`src/hw/rtl/bst_pkg.sv`:
```
// ----------------------------------------------------------------------------
// bst_pkg: shared types and constants
// Action codes, command word and table entry layout for the sighting table.
// ----------------------------------------------------------------------------
package bst_pkg;

  localparam logic [1:0] ACT_SIGHT  = 2'd0;
  localparam logic [1:0] ACT_REPORT = 2'd1;
  localparam logic [1:0] ACT_LIST   = 2'd2;
  localparam logic [1:0] ACT_NONE   = 2'd3;

  localparam logic [3:0]  OUT_MAX       = 4'd8;
  localparam logic [31:0] TIMEOUT_RESET = 32'd10000;

  typedef struct packed {
    logic               walk;
    logic               expire;
    logic [3:0]         limit;
    logic [15:0]        major;
    logic [15:0]        minor;
    logic signed [7:0]  rssi;
    logic [47:0]        now;
  } cmd_t;

  typedef struct packed {
    logic [15:0]        major;
    logic [15:0]        minor;
    logic signed [7:0]  rssi;
    logic [47:0]        seen;
  } entry_t;

endpackage

```
`src/hw/rtl/bst_ram.sv`:
```
// ----------------------------------------------------------------------------
// bst_ram: generic single-write, single-read RAM
// One write port and one read port; read data is registered.
// ----------------------------------------------------------------------------
module bst_ram #(
  parameter int WIDTH = 8,
  parameter int DEPTH = 8
) (
  input  logic                                   clk,
  input  logic                                   we,
  input  logic [(DEPTH > 1 ? $clog2(DEPTH) : 1)-1:0] waddr,
  input  logic [WIDTH-1:0]                       wdata,
  input  logic [(DEPTH > 1 ? $clog2(DEPTH) : 1)-1:0] raddr,
  output logic [WIDTH-1:0]                       rdata
);

  logic [WIDTH-1:0] mem [DEPTH];

  always_ff @(posedge clk) begin
    if (we) begin
      mem[waddr] <= wdata;
    end
    rdata <= mem[raddr];
  end

endmodule

```
`src/hw/rtl/bst_cmd_queue.sv`:
```
// ----------------------------------------------------------------------------
// bst_cmd_queue: command front end
// Accepts words, classifies the action and holds up to two commands.
// ----------------------------------------------------------------------------
module bst_cmd_queue
  import bst_pkg::*;
(
  input  logic               clk,
  input  logic               rst,
  input  logic               start,
  output logic               busy,
  input  logic [1:0]         action,
  input  logic [15:0]        beacon_major,
  input  logic [15:0]        beacon_minor,
  input  logic signed [7:0]  signal_strength,
  input  logic [47:0]        now_ms,
  input  logic [3:0]         list_limit,
  output cmd_t               q_cmd,
  output logic               q_valid,
  input  logic               q_pop
);

  cmd_t       slot [2];
  cmd_t       cmd_in;
  logic       wp;
  logic       rp;
  logic [1:0] count;
  logic       push;

  always_comb begin
    cmd_in.walk   = (action != ACT_SIGHT);
    cmd_in.expire = (action == ACT_REPORT);
    if (action == ACT_LIST) begin
      cmd_in.limit = (list_limit > OUT_MAX) ? OUT_MAX : list_limit;
    end else begin
      cmd_in.limit = OUT_MAX;
    end
    cmd_in.major  = beacon_major;
    cmd_in.minor  = beacon_minor;
    cmd_in.rssi   = signal_strength;
    cmd_in.now    = now_ms;
  end

  assign busy    = (count == 2'd2);
  assign push    = start && !busy && (action != ACT_NONE);
  assign q_valid = (count != 2'd0);
  assign q_cmd   = slot[rp];

  always_ff @(posedge clk) begin
    if (push) begin
      slot[wp] <= cmd_in;
    end
    if (rst) begin
      wp    <= 1'b0;
      rp    <= 1'b0;
      count <= 2'd0;
    end else begin
      if (push) begin
        wp <= ~wp;
      end
      if (q_pop) begin
        rp <= ~rp;
      end
      count <= count + {1'b0, push} - {1'b0, q_pop};
    end
  end

endmodule

```
`src/hw/rtl/bst_engine.sv`:
```
// ----------------------------------------------------------------------------
// bst_engine: table back end
// Scans the table one entry per cycle to apply sightings and run walks.
// ----------------------------------------------------------------------------
module bst_engine
  import bst_pkg::*;
#(
  parameter int TABLE_ENTRIES = 8
) (
  input  logic               clk,
  input  logic               rst,
  input  cmd_t               q_cmd,
  input  logic               q_valid,
  output logic               q_pop,
  input  logic [31:0]        timeout_ms,
  output logic               result_strobe,
  output logic               has_entry,
  output logic [15:0]        entry_major,
  output logic [15:0]        entry_minor,
  output logic signed [7:0]  entry_strength,
  output logic               last_result
);

  localparam int IW = (TABLE_ENTRIES > 1) ? $clog2(TABLE_ENTRIES) : 1;
  localparam int CW = $clog2(TABLE_ENTRIES + 1);
  localparam logic [CW-1:0] LAST_CNT = CW'(TABLE_ENTRIES);
  localparam int EW = $bits(entry_t);

  localparam logic [1:0] ST_IDLE   = 2'd0;
  localparam logic [1:0] ST_SCAN   = 2'd1;
  localparam logic [1:0] ST_FINISH = 2'd2;

  logic [1:0]              state;
  cmd_t                    cmd;
  logic [CW-1:0]           cnt;
  logic [IW-1:0]           p_idx;
  logic [TABLE_ENTRIES-1:0] valid;
  logic                    found;
  logic [IW-1:0]           m_idx;
  logic                    free_found;
  logic [IW-1:0]           f_idx;
  logic                    o_have;
  logic [IW-1:0]           o_idx;
  logic [47:0]             o_time;
  logic [3:0]              n;
  logic                    pend_vld;
  logic [15:0]             pend_major;
  logic [15:0]             pend_minor;
  logic signed [7:0]       pend_rssi;

  logic                    ram_we;
  logic [IW-1:0]           ram_waddr;
  entry_t                  ram_wdata;
  logic [EW-1:0]           ram_rdata;
  entry_t                  rd;
  logic                    proc;
  logic                    e_valid;
  logic                    key_hit;
  logic [48:0]             diff;
  logic                    stale;
  logic                    emit;
  logic                    result_strobe_next;

  bst_ram #(
    .WIDTH (EW),
    .DEPTH (TABLE_ENTRIES)
  ) u_ram (
    .clk   (clk),
    .we    (ram_we),
    .waddr (ram_waddr),
    .wdata (ram_wdata),
    .raddr (cnt[IW-1:0]),
    .rdata (ram_rdata)
  );

  always_comb begin
    rd        = entry_t'(ram_rdata);
    proc      = (state == ST_SCAN) && (cnt != '0);
    e_valid   = valid[p_idx];
    key_hit   = (rd.major == cmd.major) && (rd.minor == cmd.minor);
    diff      = {1'b0, cmd.now} - {1'b0, rd.seen};
    stale     = !diff[48] && (diff[47:0] > {16'd0, timeout_ms});
    emit      = proc && cmd.walk && e_valid && !stale && (n < cmd.limit);
    result_strobe_next = (emit && pend_vld) || ((state == ST_FINISH) && cmd.walk);
    q_pop     = (state == ST_IDLE) && q_valid;
    ram_we    = (state == ST_FINISH) && !cmd.walk;
    ram_waddr = found ? m_idx : (free_found ? f_idx : o_idx);
    ram_wdata.major = cmd.major;
    ram_wdata.minor = cmd.minor;
    ram_wdata.rssi  = cmd.rssi;
    ram_wdata.seen  = cmd.now;
  end

  always_ff @(posedge clk) begin
    if (rst) begin
      state         <= ST_IDLE;
      valid         <= '0;
      result_strobe <= 1'b0;
    end else begin
      result_strobe <= result_strobe_next;
      case (state)
        ST_IDLE: begin
          if (q_valid) begin
            cmd        <= q_cmd;
            cnt        <= '0;
            found      <= 1'b0;
            free_found <= 1'b0;
            o_have     <= 1'b0;
            pend_vld   <= 1'b0;
            n          <= 4'd0;
            state      <= ST_SCAN;
          end
        end
        ST_SCAN: begin
          p_idx <= cnt[IW-1:0];
          cnt   <= cnt + 1'b1;
          if (proc) begin
            if (cmd.walk) begin
              if (e_valid && stale && cmd.expire) begin
                valid[p_idx] <= 1'b0;
              end
              if (emit) begin
                if (pend_vld) begin
                  has_entry      <= 1'b1;
                  entry_major    <= pend_major;
                  entry_minor    <= pend_minor;
                  entry_strength <= pend_rssi;
                  last_result    <= 1'b0;
                end
                pend_vld   <= 1'b1;
                pend_major <= rd.major;
                pend_minor <= rd.minor;
                pend_rssi  <= rd.rssi;
                n          <= n + 4'd1;
              end
            end else begin
              if (e_valid && key_hit && !found) begin
                found <= 1'b1;
                m_idx <= p_idx;
              end
              if (!e_valid && !free_found) begin
                free_found <= 1'b1;
                f_idx      <= p_idx;
              end
              if (!o_have || (rd.seen < o_time)) begin
                o_have <= 1'b1;
                o_idx  <= p_idx;
                o_time <= rd.seen;
              end
            end
          end
          if (cnt == LAST_CNT) begin
            state <= ST_FINISH;
          end
        end
        ST_FINISH: begin
          if (cmd.walk) begin
            has_entry      <= pend_vld;
            entry_major    <= pend_vld ? pend_major : 16'd0;
            entry_minor    <= pend_vld ? pend_minor : 16'd0;
            entry_strength <= pend_vld ? pend_rssi : 8'sd0;
            last_result    <= 1'b1;
          end else begin
            valid[ram_waddr] <= 1'b1;
          end
          state <= ST_IDLE;
        end
        default: begin
          state <= ST_IDLE;
        end
      endcase
    end
  end

  a_last_ends_walk: assert property (@(posedge clk) disable iff (rst)
    result_strobe && last_result |-> state == ST_IDLE)
    else $error("last result while a walk is still running");

  a_empty_is_last: assert property (@(posedge clk) disable iff (rst)
    result_strobe && !has_entry |-> last_result)
    else $error("empty result not marked last");

  a_count_bound: assert property (@(posedge clk) disable iff (rst)
    state == ST_SCAN |-> n <= cmd.limit)
    else $error("walk emitted more entries than its limit");

  a_pop_only_idle: assert property (@(posedge clk) disable iff (rst)
    q_pop |=> state == ST_SCAN)
    else $error("command popped without starting a scan");

  a_no_strobe_after_reset: assert property (@(posedge clk)
    rst |=> !result_strobe)
    else $error("result strobe right after reset");

endmodule

```
`src/hw/rtl/beacon_sighting_table_top.sv`:
```
// ----------------------------------------------------------------------------
// beacon_sighting_table_top: beacon sighting table
// Front queue of commands feeding a table engine with expiry and listing.
// ----------------------------------------------------------------------------
// Each command runs through the engine as a pop from the queue, a scan of every
// entry over the entry RAM read port, and a finish step that writes or reports.
// The engine takes a new command only after the finish step; a two-deep queue
// takes bursts. Walk results come at most one per cycle; the last is registered
// from the finish step, and the receiver cannot stall. Reset empties the table
// and queue and loads timeout_ms 10000.
module beacon_sighting_table_top
  import bst_pkg::*;
#(
  parameter int TABLE_ENTRIES = 8
) (
  input  logic               clk,
  input  logic               rst,
  input  logic               start,
  output logic               busy,
  input  logic [1:0]         action,
  input  logic [15:0]        beacon_major,
  input  logic [15:0]        beacon_minor,
  input  logic signed [7:0]  signal_strength,
  input  logic [47:0]        now_ms,
  input  logic [3:0]         list_limit,
  input  logic               timeout_we,
  input  logic [31:0]        timeout_wdata,
  output logic               result_strobe,
  output logic               has_entry,
  output logic [15:0]        entry_major,
  output logic [15:0]        entry_minor,
  output logic signed [7:0]  entry_strength,
  output logic               last_result
);

  logic [31:0] timeout_ms;
  cmd_t        q_cmd;
  logic        q_valid;
  logic        q_pop;

  always_ff @(posedge clk) begin
    if (rst) begin
      timeout_ms <= TIMEOUT_RESET;
    end else if (timeout_we) begin
      timeout_ms <= timeout_wdata;
    end
  end

  bst_cmd_queue u_queue (
    .clk             (clk),
    .rst             (rst),
    .start           (start),
    .busy            (busy),
    .action          (action),
    .beacon_major    (beacon_major),
    .beacon_minor    (beacon_minor),
    .signal_strength (signal_strength),
    .now_ms          (now_ms),
    .list_limit      (list_limit),
    .q_cmd           (q_cmd),
    .q_valid         (q_valid),
    .q_pop           (q_pop)
  );

  bst_engine #(
    .TABLE_ENTRIES (TABLE_ENTRIES)
  ) u_engine (
    .clk            (clk),
    .rst            (rst),
    .q_cmd          (q_cmd),
    .q_valid        (q_valid),
    .q_pop          (q_pop),
    .timeout_ms     (timeout_ms),
    .result_strobe  (result_strobe),
    .has_entry      (has_entry),
    .entry_major    (entry_major),
    .entry_minor    (entry_minor),
    .entry_strength (entry_strength),
    .last_result    (last_result)
  );

endmodule
```
`config.mk`:
```
export PLATFORM = sky130hd
export DESIGN_NAME = beacon_sighting_table_top
export DESIGN_NICKNAME = d
export VERILOG_FILES = /design/src/hw/rtl/bst_pkg.sv /design/src/hw/rtl/bst_ram.sv /design/src/hw/rtl/bst_cmd_queue.sv /design/src/hw/rtl/bst_engine.sv /design/src/hw/rtl/beacon_sighting_table_top.sv
export SDC_FILE = /design/constraint.sdc
export NUM_CORES = 1
export LEC_CHECK = 0
export ABC_AREA = 1
export BUFFER_PORTS_ARGS = -buffer_cell sky130_fd_sc_hd__buf_2
export CELL_PAD_IN_SITES_DETAIL_PLACEMENT = 2
export CELL_PAD_IN_SITES_GLOBAL_PLACEMENT = 2
export CORE_MARGIN = 10
export CORE_UTILIZATION = 37
export CTS_CLUSTER_SIZE = 40
export DETAILED_ROUTE_END_ITERATION = 12
export GPL_ROUTABILITY_DRIVEN = 0
export GPL_TIMING_DRIVEN = 0
export PLACE_DENSITY = 0.76
export SETUP_SLACK_MARGIN = 0.05
export SYNTH_ARGS = -nofsm -noshare
export SYNTH_HDL_FRONTEND = slang
export SYNTH_HIERARCHICAL = 1
export SYNTH_SLANG_ARGS = --single-unit
```
`constraint.sdc`:
```
create_clock -name clk -period 5.3 [get_ports clk]
set_input_delay 0.795 -clock clk [delete_from_list [all_inputs] [get_ports clk]]
set_output_delay 0.795 -clock clk [all_outputs]
set_load 0.02 [all_outputs]
```
==> results of run 1 <==
[critical path: stages (launching register included)]
cell      delay, ns
edfxtp_1       0.42
ha_1           0.42
nand2_1        0.16
inv_1          0.09
nand2_1        0.09
nand2_1        0.08
a21oi_1        0.30
o21ai_0        0.17
a21oi_1        0.17
xnor2_1        0.15
ha_1           0.33
nand2_1        0.07
nor2_1         0.14
nand2_2        0.10
nor4_4         0.26
nand4_1        0.15
nand2_2        0.12
nand2_1        0.08
nor2_2         0.16
nand3_1        0.11
nor2_2         0.15
nand2_4        0.15
nand2_4        0.10
nand2_2        0.10
a21oi_4        0.20
buf_12         0.16
buf_16         0.16
[per-stage QoR]
stage	instances	power [uW]
3_5_place_dp	7709	25300
5_1_grt	8026	37800
2_1_floorplan	5464	20400
3_3_place_gp	7666	24500
6_report	8030	35800
4_1_cts	8014	35900
[final cells by class]
type,count,area share
clock inverter,79,0.0118
buffer,166,0.0133
inverter,1162,0.0661
multi-input combinational,2860,0.217
timing repair buffer,262,0.0325
antenna,5,0.000189
tap,2030,0.0385
sequential,1276,0.560
clock buffer,190,0.0607
[layer usage]
metal  wire, um  global-route usage
met1      80000               0.271
met2      99100               0.408
met3       7770              0.0334
met4       5350              0.0676
met5         47                   0
[cell families after synthesis]
group | after synthesis | synth area share
AND/OR/NAND/NOR | 2390 | 0.173
buffers and inverters | 1328 | 0.0932
flip-flops | 1276 | 0.657
AO/OA/AOI/OAI | 188 | 0.0196
adder cells (fa/ha/maj) | 139 | 0.0310
multiplexers | 94 | 0.0188
XOR/XNOR | 49 | 0.00763
[path summary, 6_finish.rpt]
path | endpoint | start | cells after the start
max | u_engine/entry_major[11] | u_engine/cmd[18] | 26
min | u_queue/slot[0][71] | beacon_minor[15] | 1
max reg2reg | u_engine/entry_major[11] | u_engine/cmd[18] | 26
min reg2reg | u_engine/pend_rssi[2] | u_engine/u_ram/rdata[50] | 0
[registers in the layout, indices dropped and copies added, names as in the netlist, 16 cells and up, named ones only]
name,flops
u_engine/u_ram/mem,704
u_engine/pend_major,16
u_queue/slot,188
u_engine/entry_major,16
u_engine/cmd,94
u_engine/u_ram/rdata,88
timeout_ms,32
u_engine/pend_minor,16
u_engine/entry_minor,16
u_engine/o_time,48
[layout by cell type, fill, tap and decap left out, types with 30 or more instances in the layout]
cell       instances
nor2_1           213
clkbuf_16        149
buf_2            280
xor2_1            30
a21oi_1           87
o21ai_0           32
buf_12            36
dfxtp_1          131
nand2_1         1649
mux2_2            94
inv_1           1155
ha_1             127
nand3_1          423
clkbuf_1          58
edfxtp_1        1140
buf_4             55
[power breakdown]
group	leakage, uW	switching (uW)	total [uW]	internal, uW
Clock	0.00234	4240	10200	5940
Combinational	0.0153	8370	12100	3760
Sequential	0.0115	967	13500	12600
[cells in the mapped netlist (all sizes together), types with 4 or more instances]
library cell	instances	area [sq um]
a211oi	4	30.0
a21boi	4	30.0
a21oi	94	474
a31oi	5	31.3
buf	134	751
clkbuf	32	130
dfxtp	136	2720
edfxtp	1140	34200
ha	138	1730
inv	1162	4360
mux2	94	1060
nand2	1665	6280
nand3	427	2160
nand4	26	163
nor2	241	937
nor3	12	65.1
nor4	7	43.8
o2111ai	5	43.8
o211ai	5	37.5
o21ai	35	179
o21bai	11	82.6
o22ai	7	43.8
o31ai	4	30.0
or2	5	31.3
xnor2	19	166
xor2	30	263
[repair_timing]
item / 4_1_cts / 5_1_grt
gates cloned: 0 / 1
buffers inserted: 36 / 10
pin swaps: 3 / 7
gates resized for setup: 15 / 37
endpoints found under the setup margin: 96 / 87
==> reports/qor.yml, run 1 <==
vdd_drop_max_mv: 0.360
multi_input_area_sq_um: 14300
crit_type: "register to register"
pin_count: 174
fmax_ghz: 0.202
fin_crit_sh: 0.936
regToRegSetupSlack_ns: 0.34
syn_to_final_growth_pct: 17.4
die_y_um: 410
clkLatencyLatePin_ns: 0.80
cts-hold-fix-buffers: 0
slew_viol_final: 0
rows: 143
powerDensity_nw_per_um2: 543
cp_data_required_time_ns: 5.79
cap_violations: 0
grt_pass1_wl_um: 286000
max-slew-margin-rel: 0.161
tns_ns: 0
syn_inst: 5464
die_area_sq_um: 168000
coreArea_sq_um: 152000
hold_class: "input pin to register"
clockBufferDepth: 3
placed_area_sq_um: 60700
status: "completed"
design_area_sq_um: 66000
grt_max_degree: 54
hold_ws_ns: 0.183
synth-seq-cells: 1276
crit_arrival_ns: 5.45
worst_pin_slew_ns: 1.25
root_buffer: "clkbuf_16"
fin_util: 0.436
yosysSeqAreaShare: 0.657
dieWidth_um: 410
drive_gt1_frac: 0.132
start_util: 0.371
cts_sinks: 1276
numCtsBuffers: 144
antenna_left: 0
fill_cells: 15900
syn-num-nets: 5733
first_global_vias: 45900
antenna_found_initial: 8
worst_slack_ns: 0.339
endpoint_kind: "register"
drt_pass1_iterations: 5
portBuffers: 172
avgSynthCellArea_sq_um: 10.3
ff_latch_area_sq_um: 37000
track_usage: 0.224
routed_wl_um: 192000
vias: 39900
worstSetupStartpointType: "register"
synthFlopType: "edfxtp_1"
final_nets: 6141
async_reset_ff_frac: 0
dp_slack_ns: -1.14
cts_tree: "yes"
period_needed_ns: 4.96
yosysWarnings: 6
ys_types: 57
setup_viol: 0
htreeDepth: 4
dpl.hpwl_um: 132000
drc: 0
finalHoldViolCount: 0
grt_overflow: 0
first_iter_violations: 2257
synth_edf_count: 1140
p_leak_uw: 0.0292
finClkSkew_ns: 0.0311
wire_per_inst_um: 23.9
mappedNetlistArea_sq_um: 56300
path_clk_slew_ns: 0.06
worst-path-max-fanout: 14
detail_route.vias_per_cell: 4.97
Note: power is estimated with default switching activity, not from simulation.
==> inputs of run 2 (changes only) <==
RECOVER_POWER = 25   (was default)
==> run 2 against run 1 <==
  * Non-clock buffer count is the same
  * Routed wire length is essentially flat
  * Clock skew shrank 0.0028 ns
  * Sequential power is essentially flat
  * Maximum frequency shrank 0.46%
  * Highest routed layer unchanged
==> reports/qor.yml, run 2 (synthesis results as in run 1) <==
status: "completed"  # unchanged
track_usage: 0.224  # unchanged
cap_violations: 0  # unchanged
final_common_cell: "nand2_1"  # unchanged
design_area_sq_um: 65900  # was 66000 sq um
critical-path-top-delay-family: "simple AND/OR/NAND/NOR gates"  # unchanged
worst-path-max-fanout: 14  # unchanged
antenna_left: 0  # unchanged
max-slew-margin-rel: 0.164  # was 0.161
p_seq_frac: 0.378  # about the same
drt_pass1_iterations: 5  # unchanged
setup_viol: 0  # unchanged
worst_pin_slew_ns: 1.24  # was 1.25 ns
dieWidth_um: 410  # unchanged
vdd_drop_max_mv: 0.361  # was 0.360 mV
period_needed_ns: 4.98  # was 4.96 ns
clkPwrFrac: 0.284  # about the same
final_nets: 6141  # unchanged
crit_arrival_ns: 5.47  # was 5.45 ns
grt_overflow: 0  # unchanged
dpl.hpwl_um: 132000  # unchanged
portBuffers: 172  # unchanged
routed_wl_um: 192000  # about the same
start_util: 0.371  # unchanged
htreeDepth: 4  # unchanged
final_cell_mix: "nand2_1, inv_1, edfxtp_1"  # unchanged
finClkSkew_ns: 0.0283  # was 0.0311 ns
critPathMostFrequentCell: "nand2_1"  # unchanged
syn_to_final_growth_pct: 17.2  # was 17.4%
p_switching_uw: 13600  # about the same
cp_data_required_time_ns: 5.79  # about the same
cts_tree: "yes"  # unchanged
drive_gt1_frac: 0.119  # was 0.132
endpoint_kind: "register"  # unchanged
root_buffer: "clkbuf_16"  # unchanged
pin_count: 174  # unchanged
detail_route.vias_per_cell: 4.97  # about the same
sw_frac_of_total: 0.379  # about the same
largestRegisters: "u_engine/u_ram/mem (704), u_queue/slot (188), u_engine/cmd (94)"  # unchanged
cts_sinks: 1276  # unchanged
vias: 39900  # about the same
crit_type: "register to register"  # unchanged
powerDensity_nw_per_um2: 543  # about the same
finalHoldViolCount: 0  # unchanged
grt_max_degree: 54  # unchanged
wire_per_inst_um: 23.9  # about the same
multi_input_area_sq_um: 14300  # unchanged
critical_path.max_stage_delay_ns: 0.38  # was 0.42 ns
cts-hold-fix-buffers: 0  # unchanged
finalPower_uw: 35800  # about the same
worstSetupStartpointType: "register"  # unchanged
p_leak_uw: 0.0289  # was 0.0292 uW
clkLatencyLatePin_ns: 0.80  # about the same
first_iter_violations: 2244  # was 2257
numCtsBuffers: 144  # unchanged
path_buf_inv: 3  # unchanged
tns_ns: 0  # unchanged
largest_reg_flops: 704  # unchanged
ff_latch_area_sq_um: 37000  # about the same
coreArea_sq_um: 152000  # unchanged
crit_start: "u_engine/cmd[16]"  # was u_engine/cmd[18]
drc: 0  # unchanged
min_path_cells: 1  # unchanged
pwr-share-comb: 0.338  # about the same
antenna_found_initial: 7  # was 8
worstSetupPathDepth: 28  # was 26
die_area_sq_um: 168000  # unchanged
p_int_uw: 22200  # was 22300 uW
fin_util: 0.435  # was 0.436
slew_viol_final: 0  # unchanged
r2r_cells: 28  # was 26
hold_ws_ns: 0.182  # was 0.183 ns
fmax_ghz: 0.201  # was 0.202 GHz
worst_path_max_delay_cell: "ha_1"  # was edfxtp_1
first_global_vias: 45900  # unchanged
grt_pass1_wl_um: 286000  # unchanged
clockBufferDepth: 3  # unchanged
die_y_um: 410  # unchanged
rows: 143  # unchanged
fill_cells: 16000  # was 15900
placed_area_sq_um: 60700  # unchanged
regMostFlops: "u_engine/u_ram/mem"  # unchanged
regToRegStartpoint: "u_engine/cmd[16]"  # was u_engine/cmd[18]
hold_class: "input pin to register"  # unchanged
fin_crit_sh: 0.940  # was 0.936
hp-start: "beacon_minor[15]"  # unchanged
path_clk_slew_ns: 0.06  # about the same
## run 2: cell count changes in the layout (fill, tap and decap cells not counted)
cell and delta:
diode_2 -1, clkbuf_1 +80, buf_2 -69, dfxtp_2 -1
dfxtp_1 +1, buf_4 -11
## run 2: worst paths after layout
check / to / slack [ns]
min: u_queue/slot[0][71] / 0.18
min reg2reg: u_engine/pend_rssi[2] / 0.41
max: u_engine/entry_major[11] / 0.32
max reg2reg: u_engine/entry_major[11] / 0.32
## run 2: metrics by stage
step / instances / setup slack (ns)
after detailed placement: 7709 / -1.14
after floorplan: 5464 / -0.0428
final: 8029 / 0.316
after global placement: 7666 / -4.26
after global routing: 8026 / -0.0250
after CTS: 8014 / 0.0532
## run 2: power groups by stage
stage          clock network (uW)  registers (uW)  logic (uW)
2_1_floorplan                   0           13400        7010
3_3_place_gp                    0           13900       10700
3_5_place_dp                    0           13800       11400
4_1_cts                     10400           13500       12000
5_1_grt                     10800           13600       13400
6_report                    10200           13500       12100
## run 2: per-layer routing
layer,track usage,vias up,part of all wire
met3,0.0334,288,0.041
met4,0.0676,2,0.028
met2,0.408,872,0.51
met1,0.271,20500,0.42
li1,-,18200,-
met5,0,-,0.000078
## run 2: cell type report
class	count	share of cell area
sequential	1276	0.561
multi-input combinational	2860	0.218
inverter	1162	0.0662
clock buffer	190	0.0609
tap	2030	0.0385
timing repair buffer	262	0.0307
buffer	166	0.0134
clock inverter	79	0.0118
antenna	4	0.000152
## run 2: repair_timing
action	CTS	global route
hold endpoints to repair	0	0
pin swaps	3	7
endpoints found under the setup margin	96	87
gates cloned	0	1
gates resized for setup	15	37
buffers inserted	36	10
